$ cat config.mk
export PLATFORM = sky130hd
export DESIGN_NAME = bbp_lane
export DESIGN_NICKNAME = d
export VERILOG_FILES = /design/src/hw/rtl/bbp_pkg.sv /design/src/hw/rtl/bbp_lane.sv
export SDC_FILE = /design/constraint.sdc
export NUM_CORES = 2
export LEC_CHECK = 0
export BUFFER_PORTS_ARGS = -buffer_cell sky130_fd_sc_hd__buf_2
export CAP_MARGIN = 20
export CORE_AREA = 4 4 381 383
export DETAILED_ROUTE_END_ITERATION = 6
export DIE_AREA = 0 0 385 387
export PLACE_DENSITY = 0.76
export SLEW_MARGIN = 20
export SYNTH_ARGS = -nofsm -noshare
export SYNTH_HDL_FRONTEND = slang
export SYNTH_SLANG_ARGS = --single-unit
$ cat constraint.sdc
create_clock -name clk_i -period 20 [get_ports clk_i]
set_clock_uncertainty 0.15 [all_clocks]
set_input_delay 2 -clock clk_i [delete_from_list [all_inputs] [get_ports clk_i]]
set_output_delay 2 -clock clk_i [all_outputs]
set_load 0.01 [all_outputs]
$ cat src/hw/rtl/bbp_pkg.sv
// Shared types, constants and helpers for the biquadratic Bezier patch evaluator.
// Has no dependencies; every other file in hw/rtl imports it.
package bbp_pkg;

  localparam int unsigned FRAC_BITS  = 16;
  localparam int unsigned WBITS      = FRAC_BITS + 1;
  localparam int unsigned NUM_GROUPS = 5;
  localparam int unsigned NUM_POINTS = 9;
  localparam int unsigned NUM_COMPS  = 4;
  localparam int unsigned MEM_DEPTH  = NUM_GROUPS * NUM_POINTS;
  localparam int unsigned ADDR_W     = $clog2(MEM_DEPTH);
  localparam int unsigned DIV_STEPS  = 4;

  localparam logic [4:0] MAX_LEVEL = 5'd16;
  localparam logic [WBITS-1:0] ONE_W = WBITS'(1) << FRAC_BITS;

  localparam logic MODE_LOAD = 1'b0;
  localparam logic MODE_EVAL = 1'b1;

  localparam logic [2:0] GRP_POS    = 3'd0;
  localparam logic [2:0] GRP_NORMAL = 3'd1;
  localparam logic [2:0] GRP_TEX    = 3'd2;
  localparam logic [2:0] GRP_LMAP   = 3'd3;
  localparam logic [2:0] GRP_COLOR  = 3'd4;

  // Phases of the weight generator.
  localparam logic [2:0] PH_DIV_LAST = 3'd3;
  localparam logic [2:0] PH_W0       = 3'd4;
  localparam logic [2:0] PH_W1       = 3'd5;
  localparam logic [2:0] PH_W2       = 3'd6;

  // Blend sequencing: twelve multiply issues, then two pipeline stages.
  localparam logic [3:0] STEP_ISSUE_END = 4'd12;
  localparam logic [3:0] STEP_LAST      = 4'd13;
  localparam logic [1:0] K_LAST         = 2'd2;
  localparam logic [1:0] SLOT_FINAL     = 2'd3;

  typedef logic [WBITS-1:0] weight_t;
  typedef weight_t [2:0] wset_t;

  typedef struct packed {
    logic              mode;
    logic [2:0]        attr_group;
    logic [3:0]        point_index;
    logic [4:0]        grid_row;
    logic [4:0]        grid_col;
    logic signed [31:0] comp0;
    logic signed [31:0] comp1;
    logic signed [31:0] comp2;
    logic signed [31:0] comp3;
  } in_item_t;

  typedef struct packed {
    logic [2:0]        out_group;
    logic [4:0]        out_row;
    logic [4:0]        out_col;
    logic signed [31:0] res0;
    logic signed [31:0] res1;
    logic signed [31:0] res2;
    logic signed [31:0] res3;
  } out_item_t;

  typedef struct packed {
    logic              vld;
    logic              first;
    logic              last;
    logic              use_rows;
    logic              color;
    logic [1:0]        k;
    logic [1:0]        slot;
    logic [ADDR_W-1:0] raddr;
    weight_t           w;
  } lane_ctl_t;

  typedef enum logic [1:0] {ST_IDLE, ST_WGT, ST_BLEND, ST_DONE} state_e;

  function automatic logic [2:0] comps_of(input logic [2:0] g);
    logic [2:0] n;
    case (g)
      GRP_POS, GRP_NORMAL: n = 3'd3;
      GRP_TEX, GRP_LMAP:   n = 3'd2;
      GRP_COLOR:           n = 3'd4;
      default:             n = 3'd0;
    endcase
    return n;
  endfunction

endpackage

$ cat src/hw/rtl/bbp_lane.sv
// One component lane: its slice of the control store, a weighted-term multiplier and accumulator.
// Depends on bbp_pkg.
module bbp_lane import bbp_pkg::*; (
  input  logic              clk_i,
  input  logic              rst_ni,
  input  logic              we_i,
  input  logic [ADDR_W-1:0] waddr_i,
  input  logic [31:0]       wdata_i,
  input  lane_ctl_t         ctl_i,
  output logic [31:0]       res_o
);

  logic [31:0]        mem_q [MEM_DEPTH];
  logic [31:0]        rd_q;
  lane_ctl_t          s1_q, s2_q;
  logic signed [49:0] prod_q, prod_d;
  logic signed [35:0] acc_q, sum_d;
  logic [31:0]        row_res_q [3];
  logic [31:0]        fin_q;
  logic [31:0]        op;
  logic [31:0]        res_d;
  logic signed [33:0] term;

  always_ff @(posedge clk_i) begin
    if (we_i) mem_q[waddr_i] <= wdata_i;
    if (ctl_i.vld) rd_q <= mem_q[ctl_i.raddr];
  end

  always_ff @(posedge clk_i or negedge rst_ni) begin
    if (!rst_ni) begin
      s1_q <= '0;
      s2_q <= '0;
    end else begin
      s1_q <= ctl_i;
      s2_q <= s1_q;
    end
  end

  // Color terms use only the low byte of their operand.
  always_comb begin
    op = s1_q.use_rows ? row_res_q[s1_q.k] : rd_q;
    if (s1_q.color) op = {24'd0, op[7:0]};
    prod_d = $signed(op) * $signed({1'b0, s1_q.w});
  end

  always_comb begin
    term  = prod_q[49:FRAC_BITS];
    sum_d = (s2_q.first ? 36'sd0 : acc_q) + {{2{term[33]}}, term};
    if (s2_q.color) begin
      res_d = {24'd0, sum_d[7:0]};
    end else if (sum_d[35:31] != {5{sum_d[35]}}) begin
      res_d = sum_d[35] ? 32'h8000_0000 : 32'h7FFF_FFFF;
    end else begin
      res_d = sum_d[31:0];
    end
  end

  always_ff @(posedge clk_i) begin
    if (s1_q.vld) prod_q <= prod_d;
    if (s2_q.vld) begin
      acc_q <= sum_d;
      if (s2_q.last) begin
        if (s2_q.slot == SLOT_FINAL) fin_q <= res_d;
        else row_res_q[s2_q.slot] <= res_d;
      end
    end
  end

  assign res_o = fin_q;

endmodule

==> impl_metrics.yaml <==
clock_network:
  cts.repair.resized: 0
  cts_tree: "done"
  cts_root_buf: "clkbuf_16"
  clock_sinks: 1702
  clockBufferDepth: 3
  htreeDepth: 4
  cts_hold_buffers: 0
  post_cts_buffers: 0
  clkSlewWorstSetupHoldPaths_ns: 0.06
  insertion_delay_ns: 0.82
  cts_made_buffers: 166
logic_synthesis:
  ys_seq_area_share_pct: 60.2
  syn_area_per_cell_um2: 16.7
  ys_types: 77
  synth_mux_area_share_pct: 13.1
  syn_nets: 5806
  synth-seq-cells: 1702
  syn_area_um2: 84700
  yosys.area_share.simple_pct: 5.32
  ys_warn_count: 0
  synth-adder-area-share_pct: 14.5
  synth_top_family_by_area: "adder cells"
  synth_ff_type: "edfxtp_1"
  synth_compound_area_share_pct: 2.22
  synth_cells: 5063
  synth_edf_count: 1670
  synth_xor_xnor_area_share_pct: 0.701
  async_reset_ff_share_pct: 1.88
sta:
  setup_violations: 0
  hold_viol: 0
  tightest_slew_ns: 1.17
  finalCritPeriodShare_pct: 46.7
  rsz0062_at_grt: "false"
  fmax_mhz: 107
  slew_headroom_pct: 21.7
  final.setup.worst_slack_ns: 10.66
  setup_tns_ns: 0
  slew_viol_final: 0
  min_period_ns: 9.34
critical_path:
  critical_path_class: "flip-flop to flip-flop"
  crit_cells: 22
  required_ns: 20.47
  timing.rr.end: "prod_q[43]"
  regToRegSetupSlack_ns: 10.66
  worst_setup_path_end_kind: "flip-flop"
  rr_worst_depth: 22
  max_stage_delay_ns: 1.08
  timing.rr.start: "s1_q[25]"
  crit_chain: "mux2i_1 -> o21ai_0 -> mux2_2 -> and2_1 -> fa_1 -> inv_1 -> fa_1 -> inv_1 -> ha_1 -> fa_1 -> fa_1 -> fa_1 -> ha_1 -> nand4_1 -> nor4b_1 -> nor4_1 -> o211ai_1 -> o21ai_0 -> o41ai_2 -> a21oi_1 -> or4_1 -> o2111ai_1"
  start_kind: "flip-flop"
  slowest_stage: "dfrtp_2"
  cp_max_fo: 32
  crit_arrival_ns: 9.82
  cp_num_buf_inv: 2
  crit_family: "adder cells"
  cp_common_cell: "fa_1"
  cp-startpoint: "s1_q[25]"
  endpoint: "prod_q[43]"
route:
  drtPass1Iterations: 6
  via_count: 45200
  drc: 0
  postRouteAntennaNets: 0
  wl_per_cell_um: 28.7
  wl_um: 207000
  avgViaCountPerCell: 6.25
  drtIter0Drc: 4949
power_and_ir_drop:
  ir_worst_vdd_mv: 0.382
  comb_power_share_pct: 39.5
  power.switching_mw: 4.50
  total_power_mw: 12.4
  p_int_mw: 7.91
  netSwitchingFraction_pct: 36.3
  power.density_nw_per_um2: 133
  leakage_nw: 33.9
  power.share.clock_pct: 24.7
  p_seq_share_pct: 35.7
final_layout:
  nets: 5949
  drive_above_1_share_pct: 18.3
  layout.cells.non_filler: 7237
  area_growth_pct: 10.1
  nFillCells: 9282
  layout_common_cells: "edfxtp_1, inv_1, fa_1"
  final_common_cell: "edfxtp_1"
  final_core_util_pct: 65.9
min_path:
  min_path_type: "flip-flop to flip-flop"
placed_design:
  dpl.hpwl_um: 123000
  gp_congestion: 0.879
  port_buffers: 104
  dp.cells: 6928
  place_ws_ns: 10.71
floorplan:
  die_area_um2: 149000
  placementRows: 138
  core_um2: 141000
  die_h_um: 387
  start_util_pct: 59.9
  io_pins: 105
  die_width_um: 385
outcome:
  status: "finished, final reports clean"
grt:
  grt_pass1_wl_um: 313000
  grt_util_all_layers_pct: 28.6
  grt_pass1_vias: 48000
  grt_max_degree: 148
  antenna_found_initial: 15
  grt_overflow: 0
job:
  maxCapViolCount: 0
==> stage by stage <==
stage / instance area (µm²) / hold slack [ns]
3_3_place_gp: 87900 / 0.183
4_1_cts: 93200 / 0.198
5_1_grt: 93200 / 0.208
6_report: 93200 / 0.197
3_5_place_dp: 87900 / 0.186
2_1_floorplan: 84700 / 0.181
==> flip-flops by register name (all words and copies together) (netlist names) <==
name	flops
s2_q	6
rd_q	32
s1_q	26
row_res_q	96
mem_q	1440
res_o	32
acc_q	36
prod_q	34
==> how the worst min path moves through the flow <==
stage          startpoint        to  slack (ns)  cells past startpoint
4_1_cts          s1_q[29]  s2_q[29]        0.20                      0
5_1_grt          s1_q[23]  s2_q[23]        0.21                      0
3_5_place_dp     s1_q[29]  s2_q[29]        0.19                      0
2_1_floorplan    s1_q[23]  s2_q[23]        0.18                      0
3_3_place_gp     s1_q[23]  s2_q[23]        0.18                      0
6_report         s1_q[29]  s2_q[29]        0.20                      0
==> layer usage <==
metal	GRT usage, %	wire length (µm)
met2	48.0	105000
met4	10.2	8130
met3	4.95	18300
met5	0	68
met1	38.4	75500
==> worst reg2reg max path, cell delays in order (launching register included) <==
cell and delay (ns):
dfrtp_2 1.08, mux2i_1 0.29, o21ai_0 0.09, mux2_2 0.50, and2_1 0.29, fa_1 0.54, inv_1 0.06, fa_1 0.54
inv_1 0.05, ha_1 0.18, fa_1 0.47, fa_1 0.60, fa_1 0.44, ha_1 0.33, nand4_1 0.11, nor4b_1 0.69
nor4_1 0.18, o211ai_1 0.58, o21ai_0 0.32, o41ai_2 0.80, a21oi_1 0.29, or4_1 0.46, o2111ai_1 0.12
==> cell usage after synthesis (3+ instances only) <==
cell type | count | area (µm²)
edfxtp_1 | 1670 | 50100
inv_1 | 655 | 2460
fa_1 | 520 | 10400
mux4_2 | 448 | 10100
nand2_1 | 347 | 1300
and2_1 | 282 | 1760
clkbuf_1 | 184 | 691
ha_1 | 150 | 1880
nor2_1 | 105 | 394
o21ai_0 | 94 | 470
mux2i_1 | 90 | 901
a21oi_1 | 64 | 320
nor2b_1 | 64 | 400
xnor2_1 | 47 | 412
buf_1 | 41 | 154
dfrtp_1 | 32 | 801
a211oi_1 | 30 | 225
a21o_1 | 21 | 158
nand2b_1 | 19 | 119
nor3_1 | 18 | 90.1
xor2_1 | 17 | 149
nand4_1 | 15 | 93.8
nand3_1 | 14 | 70.1
o21bai_1 | 10 | 75.1
o211ai_1 | 9 | 67.6
mux2_2 | 8 | 90.1
o31ai_1 | 6 | 45.0
a21boi_0 | 5 | 37.5
and3_1 | 5 | 31.3
nand3b_1 | 5 | 37.5
o21a_1 | 5 | 37.5
a31oi_1 | 4 | 25.0
buf_2 | 4 | 20.0
o2111ai_1 | 4 | 35.0
or3_1 | 4 | 25.0
a211o_1 | 3 | 26.3
a311oi_1 | 3 | 26.3
a41oi_1 | 3 | 26.3
and4_1 | 3 | 26.3
nand4b_1 | 3 | 26.3
o211a_1 | 3 | 30.0
or4_1 | 3 | 22.5
==> cell type report <==
type	count	area [µm²]	share of cell area, %
antenna	6	15.0	0.0161
clock buffer	198	4300	4.61
clock inverter	105	1050	1.12
inverter	655	2460	2.64
multi-input combinational	2472	30700	32.9
sequential	1702	51000	54.7
tap	1890	2360	2.54
timing repair buffer	209	1380	1.48
==> cells by family (layout without fill, tap and decap cells) <==
family          after synthesis  after routing
flops                      1702           1702
simple gates                899            899
buf+inv                     889           1167
fa+ha+maj                   670            670
mux                         546            546
compound gates              291            291
xor+xnor                     66             66
other cells                   0              6
==> power groups by stage <==
stage	Clock, mW	Combinational (mW)	Sequential, mW
after floorplan	0	3.43	4.45
after global placement	0	4.80	4.50
after detailed placement	0	4.91	4.51
after CTS	3.11	4.93	4.44
after global routing	3.28	5.50	4.44
final	3.07	4.91	4.43
(Power assumes the default switching activity.)
