File: config.mk
export PLATFORM = sky130hd
export DESIGN_NAME = bbp_wgen
export DESIGN_NICKNAME = d
export VERILOG_FILES = /design/src/hw/rtl/bbp_pkg.sv /design/src/hw/rtl/bbp_wgen.sv
export SDC_FILE = /design/constraint.sdc
export NUM_CORES = 2
export LEC_CHECK = 0
export ABC_AREA = 1
export ABC_CLOCK_PERIOD_IN_PS = 6800
export BUFFER_PORTS_ARGS = -buffer_cell sky130_fd_sc_hd__buf_2
export CAP_MARGIN = 20
export CORE_MARGIN = 2
export CORE_UTILIZATION = 30
export DETAILED_ROUTE_END_ITERATION = 6
export PLACE_DENSITY_LB_ADDON = 0.2
export SKIP_LAST_GASP = 1
export SLEW_MARGIN = 20
export SYNTH_ARGS = -nofsm -noshare
export SYNTH_HDL_FRONTEND = slang
export SYNTH_SLANG_ARGS = --single-unit
File: constraint.sdc
create_clock -name clk_i -period 6.8 [get_ports clk_i]
set_input_delay 1.36 -clock clk_i [delete_from_list [all_inputs] [get_ports clk_i]]
set_output_delay 1.36 -clock clk_i [all_outputs]
set_load 0.1 [all_outputs]
File: src/hw/rtl/bbp_pkg.sv
// Shared types, constants and helpers for the biquadratic Bezier patch evaluator.
// Has no dependencies; every other file in hw/rtl imports it.
package bbp_pkg;

  localparam int unsigned FRAC_BITS  = 16;
  localparam int unsigned WBITS      = FRAC_BITS + 1;
  localparam int unsigned NUM_GROUPS = 5;
  localparam int unsigned NUM_POINTS = 9;
  localparam int unsigned NUM_COMPS  = 4;
  localparam int unsigned MEM_DEPTH  = NUM_GROUPS * NUM_POINTS;
  localparam int unsigned ADDR_W     = $clog2(MEM_DEPTH);
  localparam int unsigned DIV_STEPS  = 4;

  localparam logic [4:0] MAX_LEVEL = 5'd16;
  localparam logic [WBITS-1:0] ONE_W = WBITS'(1) << FRAC_BITS;

  localparam logic MODE_LOAD = 1'b0;
  localparam logic MODE_EVAL = 1'b1;

  localparam logic [2:0] GRP_POS    = 3'd0;
  localparam logic [2:0] GRP_NORMAL = 3'd1;
  localparam logic [2:0] GRP_TEX    = 3'd2;
  localparam logic [2:0] GRP_LMAP   = 3'd3;
  localparam logic [2:0] GRP_COLOR  = 3'd4;

  // Phases of the weight generator.
  localparam logic [2:0] PH_DIV_LAST = 3'd3;
  localparam logic [2:0] PH_W0       = 3'd4;
  localparam logic [2:0] PH_W1       = 3'd5;
  localparam logic [2:0] PH_W2       = 3'd6;

  // Blend sequencing: twelve multiply issues, then two pipeline stages.
  localparam logic [3:0] STEP_ISSUE_END = 4'd12;
  localparam logic [3:0] STEP_LAST      = 4'd13;
  localparam logic [1:0] K_LAST         = 2'd2;
  localparam logic [1:0] SLOT_FINAL     = 2'd3;

  typedef logic [WBITS-1:0] weight_t;
  typedef weight_t [2:0] wset_t;

  typedef struct packed {
    logic              mode;
    logic [2:0]        attr_group;
    logic [3:0]        point_index;
    logic [4:0]        grid_row;
    logic [4:0]        grid_col;
    logic signed [31:0] comp0;
    logic signed [31:0] comp1;
    logic signed [31:0] comp2;
    logic signed [31:0] comp3;
  } in_item_t;

  typedef struct packed {
    logic [2:0]        out_group;
    logic [4:0]        out_row;
    logic [4:0]        out_col;
    logic signed [31:0] res0;
    logic signed [31:0] res1;
    logic signed [31:0] res2;
    logic signed [31:0] res3;
  } out_item_t;

  typedef struct packed {
    logic              vld;
    logic              first;
    logic              last;
    logic              use_rows;
    logic              color;
    logic [1:0]        k;
    logic [1:0]        slot;
    logic [ADDR_W-1:0] raddr;
    weight_t           w;
  } lane_ctl_t;

  typedef enum logic [1:0] {ST_IDLE, ST_WGT, ST_BLEND, ST_DONE} state_e;

  function automatic logic [2:0] comps_of(input logic [2:0] g);
    logic [2:0] n;
    case (g)
      GRP_POS, GRP_NORMAL: n = 3'd3;
      GRP_TEX, GRP_LMAP:   n = 3'd2;
      GRP_COLOR:           n = 3'd4;
      default:             n = 3'd0;
    endcase
    return n;
  endfunction

endpackage

File: src/hw/rtl/bbp_wgen.sv
// Bernstein weight generator: divides row and column by the level, then forms b*b, 2ab, a*a.
// Depends on bbp_pkg.
module bbp_wgen import bbp_pkg::*; (
  input  logic             clk_i,
  input  logic             rst_ni,
  input  logic             start_i,
  input  logic [1:0][4:0]  p_i,
  input  logic [4:0]       lvl_i,
  output logic             done_o,
  output wset_t [1:0]      w_o
);

  logic                    busy_q;
  logic [2:0]              cnt_q;
  logic [4:0]              lvl_q;
  logic [1:0]              full_q;
  logic [1:0][4:0]         rem_q, rem_d;
  logic [1:0][FRAC_BITS-1:0] quo_q, quo_d;
  wset_t [1:0]             w_q;
  weight_t [1:0]           wnew;

  // Four restoring-division steps per cycle for each of row and column.
  always_comb begin
    logic [4:0]           r;
    logic [5:0]           r2;
    logic [FRAC_BITS-1:0] q;
    weight_t              a, b, x, y;
    logic [2*WBITS-1:0]   prod;
    for (int i = 0; i < 2; i++) begin
      r = rem_q[i];
      q = quo_q[i];
      for (int s = 0; s < DIV_STEPS; s++) begin
        r2 = {r, 1'b0};
        if (r2 >= {1'b0, lvl_q}) begin
          r = 5'(r2 - {1'b0, lvl_q});
          q = {q[FRAC_BITS-2:0], 1'b1};
        end else begin
          r = r2[4:0];
          q = {q[FRAC_BITS-2:0], 1'b0};
        end
      end
      rem_d[i] = r;
      quo_d[i] = q;
      a = full_q[i] ? ONE_W : {1'b0, quo_q[i]};
      b = ONE_W - a;
      case (cnt_q)
        PH_W0: begin x = b; y = b; end
        PH_W1: begin x = a; y = b; end
        default: begin x = a; y = a; end
      endcase
      prod = {{WBITS{1'b0}}, x} * {{WBITS{1'b0}}, y};
      wnew[i] = (cnt_q == PH_W1) ? prod[FRAC_BITS-1 +: WBITS] : prod[FRAC_BITS +: WBITS];
    end
  end

  always_ff @(posedge clk_i or negedge rst_ni) begin
    if (!rst_ni) begin
      busy_q <= 1'b0;
      cnt_q  <= '0;
    end else if (start_i) begin
      busy_q <= 1'b1;
      cnt_q  <= '0;
    end else if (busy_q) begin
      cnt_q <= cnt_q + 3'd1;
      if (cnt_q == PH_W2) busy_q <= 1'b0;
    end
  end

  always_ff @(posedge clk_i) begin
    if (start_i) begin
      lvl_q <= lvl_i;
      for (int i = 0; i < 2; i++) begin
        rem_q[i]  <= p_i[i];
        quo_q[i]  <= '0;
        full_q[i] <= (p_i[i] == lvl_i);
      end
    end else if (busy_q) begin
      if (cnt_q <= PH_DIV_LAST) begin
        rem_q <= rem_d;
        quo_q <= quo_d;
      end
      for (int i = 0; i < 2; i++) begin
        if (cnt_q == PH_W0) w_q[i][0] <= wnew[i];
        if (cnt_q == PH_W1) w_q[i][1] <= wnew[i];
        if (cnt_q == PH_W2) w_q[i][2] <= wnew[i];
      end
    end
  end

  assign done_o = busy_q && (cnt_q == PH_W2);
  assign w_o    = w_q;

endmodule

==> results.json <==
{
  "violations": "setup timing",
  "whs_ns": 0.475,
  "dieArea_mm2": 0.0958,
  "antenna_cells": 0,
  "pwr-share-clk_pct": 10.7,
  "seqCellArea_mm2": 0.00431,
  "rsz0062_at_grt": "true",
  "synth_edf_count": 119,
  "yosys.area.top_type": "fa_1",
  "reg2reg_depth": 27,
  "p_sw_share_pct": 50.7,
  "postCtsHoldBufs": 0,
  "multi_input_area_mm2": 0.0217,
  "ir_drop_mv": 0.349,
  "vias_per_cell": 4.50,
  "syn_avg_cell_area_um2": 7.93,
  "cts_max_level": 4,
  "cp-end-kind": "flop",
  "cts_tree": "done",
  "route.detailed.drc": 0,
  "fillers": 9672,
  "use_met3_pct": 1.66,
  "drive_above_1_share_pct": 28.5,
  "wl_per_cell_um": 16.1,
  "fin_crit_sh_pct": 101,
  "final_area_mm2": 0.0370,
  "worstPathMaxFanout": 7,
  "switchingPower_uw": 4620,
  "worst_skew_pair.late_latency_ns": 0.48,
  "fmax_mhz": 146,
  "placed_area_mm2": 0.0339,
  "status": "finished with violations",
  "synth_cell_types": 50,
  "endpoint": "w_o[22]$_DFFE_PP_",
  "yosys_warnings": 0,
  "ioPinCount": 121,
  "rows": 112,
  "r2r-start": "full_q[0]$_DFFE_PP_",
  "crit_type": "flop to flop",
  "seqPwrFrac_pct": 14.0,
  "syn_inst": 3531,
  "drv_slew": 0,
  "synthesis.area_mm2": 0.0280,
  "setup_violations": 39,
  "slew_headroom_pct": 47.3,
  "power.density_mw_per_mm2": 246,
  "cp-start-kind": "flop",
  "fin_skew_ns": 0.0215,
  "grt-busiest-layer": "met2",
  "leakagePower_uw": 0.0183,
  "clkSinkCount": 155,
  "synth_nets": 4238,
  "cts_root_buf": "clkbuf_16",
  "use_met2_pct": 35.0,
  "hp-class": "flop to flop",
  "ys_seq_elements": 155,
  "dp_hpwl_um": 74100,
  "worstPathArrival_ns": 7.06,
  "hold_viol_final": 0,
  "critPathLaunch": "full_q[0]$_DFFE_PP_",
  "grt_overflow_total": 0,
  "dieHeight_um": 310,
  "path_clk_slew_ns": 0.07,
  "rr_endpoint": "w_o[22]$_DFFE_PP_",
  "routed_wl_um": 87800,
  "nets": 4879,
  "port_buffers": 120,
  "start_util_pct": 30.1,
  "r2r_slack_ns": -0.05,
  "die_w_um": 310,
  "numCtsBuffers": 17,
  "vias": 24500,
  "ys_seq_area_share_pct": 15.4,
  "synth_area_leaders": "fa_1, edfxtp_1, inv_1",
  "antenna_found_initial": 0,
  "post-route-min-period_ns": 6.85,
  "tns_ns": -0.764,
  "async_flop_share_pct": 2.58,
  "maxCapViolCount": 0,
  "synth_top_area_share_pct": 31.7,
  "syn_to_final_growth_pct": 32.0,
  "drt_pass1_iterations": 5,
  "cts_buffer_depth": 2,
  "grt_max_degree": 37,
  "grt_pass1_wl_um": 142000,
  "grt_pass1_vias": 26300,
  "antenna_left": 0,
  "grt_use_total_pct": 19.1,
  "fp.coreArea_mm2": 0.0929,
  "internal_power_uw": 4480,
  "utilization_pct": 39.8,
  "gp_congestion": 0.907,
  "fin_ws_ns": -0.0518,
  "synth-main-ff-cell": "edfxtp_1",
  "use_met1_pct": 23.6,
  "drtIter0Drc": 1130,
  "required_ns": 7.01,
  "comb_power_share_pct": 75.3,
  "tightest_slew_ns": 0.785
}
[metal layers]
metal | vias up | part of all wire [%]
li1 | 12000 | -
met1 | 12000 | 42
met2 | 407 | 52
met3 | 105 | 3.2
met4 | 0 | 2.9
met5 | - | 0
[cell type report]
type / instances / area share [%]
multi-input combinational: 2429 / 58.8
timing repair buffer: 699 / 14.7
sequential: 155 / 11.7
inverter: 870 / 8.99
tap: 1254 / 4.24
clock buffer: 17 / 1.15
clock inverter: 15 / 0.440
[worst min-delay path by stage]
stage                           startpoint                      to  cells after the start
floorplan                 busy_q$_DFF_PN0_        busy_q$_DFF_PN0_                      2
global placement          busy_q$_DFF_PN0_        busy_q$_DFF_PN0_                      2
detailed placement  quo_q[30]$_SDFFE_PP0P_  quo_q[30]$_SDFFE_PP0P_                      2
CTS                 quo_q[30]$_SDFFE_PP0P_  quo_q[30]$_SDFFE_PP0P_                      2
global route              busy_q$_DFF_PN0_        busy_q$_DFF_PN0_                      2
finish              quo_q[30]$_SDFFE_PP0P_  quo_q[30]$_SDFFE_PP0P_                      2
[kinds of logic after synthesis]
family,share of synthesized area [%]
AND/OR/NAND/NOR,20.6
AO/OA/AOI/OAI,6.17
XOR/XNOR,2.06
flip-flops,15.4
adder cells (fa/ha/maj),42.7
buffers and inverters,13.1
[cell usage in the layout, fill, tap and decap left out, types with 23 or more instances in the layout]
| cell | count |
|---|---|
| dfxtp_1 | 32 |
| buf_6 | 27 |
| nor2_2 | 45 |
| edfxtp_1 | 119 |
| buf_4 | 523 |
| fa_1 | 427 |
| nor2_4 | 29 |
| buf_12 | 24 |
| xor2_1 | 36 |
| ha_1 | 214 |
| buf_2 | 120 |
| o22ai_1 | 28 |
| a21oi_2 | 38 |
| ha_4 | 31 |
| xnor2_1 | 23 |
| inv_1 | 793 |
| nand3_1 | 141 |
| nand2_1 | 677 |
| nor2_1 | 309 |
| o21ai_2 | 38 |
| nand2_2 | 79 |
| o21ai_0 | 38 |
| inv_2 | 54 |
| a21oi_1 | 56 |
[through the flow]
stage / total power, uW / setup slack (ns) / std cells
after floorplan: 5490 / 0.0113 / 3531
after global placement: 7600 / -0.444 / 5339
after detailed placement: 7600 / -0.551 / 5339
after CTS: 9070 / -0.0304 / 5431
after global routing: 10100 / -0.417 / 5439
final: 9100 / -0.0518 / 5439
[synth_stat cells (11+ instances only)]
master    number
a21oi_1       90
inv_1        836
o21ai_2       25
nand2_2       24
o21ai_1       12
ha_1         245
a31oi_1       11
nand3_1      155
o21ai_0       71
xnor2_1       26
inv_2         26
xor2_1        40
buf_2         38
o22ai_1       28
dfxtp_1       32
nand2_1      746
clkbuf_1      28
nand4_1       19
edfxtp_1     119
nor2_1       368
fa_1         444
nand3b_1      11
or2_2         22
[power groups by stage]
| stage | Combinational [uW] | Sequential [uW] | Clock (uW) |
|---|---|---|---|
| final | 6850 | 1270 | 976 |
| after global routing | 7740 | 1280 | 1040 |
| after CTS | 6800 | 1270 | 1000 |
| after detailed placement | 6300 | 1290 | 0 |
| after global placement | 6310 | 1290 | 0 |
| after floorplan | 4170 | 1330 | 0 |
[worst max-delay path, cell delays in order, from the launching register on]
cell	delay [ns]
edfxtp_1	0.45
inv_2	0.12
nand2_4	0.12
ha_4	0.15
nand3_4	0.11
nor3_4	0.22
nand3_1	0.11
xor2_1	0.21
nand2_1	0.12
o21ai_4	0.15
nor2_1	0.11
fa_1	0.52
fa_1	0.59
fa_1	0.45
fa_1	0.51
fa_1	0.58
inv_1	0.07
fa_1	0.50
inv_2	0.05
ha_4	0.21
a21o_1	0.20
a31oi_1	0.22
buf_4	0.17
o21ai_4	0.06
nand3b_1	0.19
or2_4	0.25
nand3_2	0.08
o21ai_4	0.07
[flip-flops by register name, indices dropped and copies added (netlist names)]
register,cells
cnt_q,3
busy_q,1
rem_q,10
lvl_q,5
w_o,102
full_q,2
quo_q,32
[repair_timing]
item,in CTS,in global routing
hold endpoints to repair,0,0
pin swaps,150,27
buffers inserted,58,5
cloned,3,0
endpoints found under the setup margin,102,110
gates resized for setup,376,94
Power figures use the tool's default switching activity.
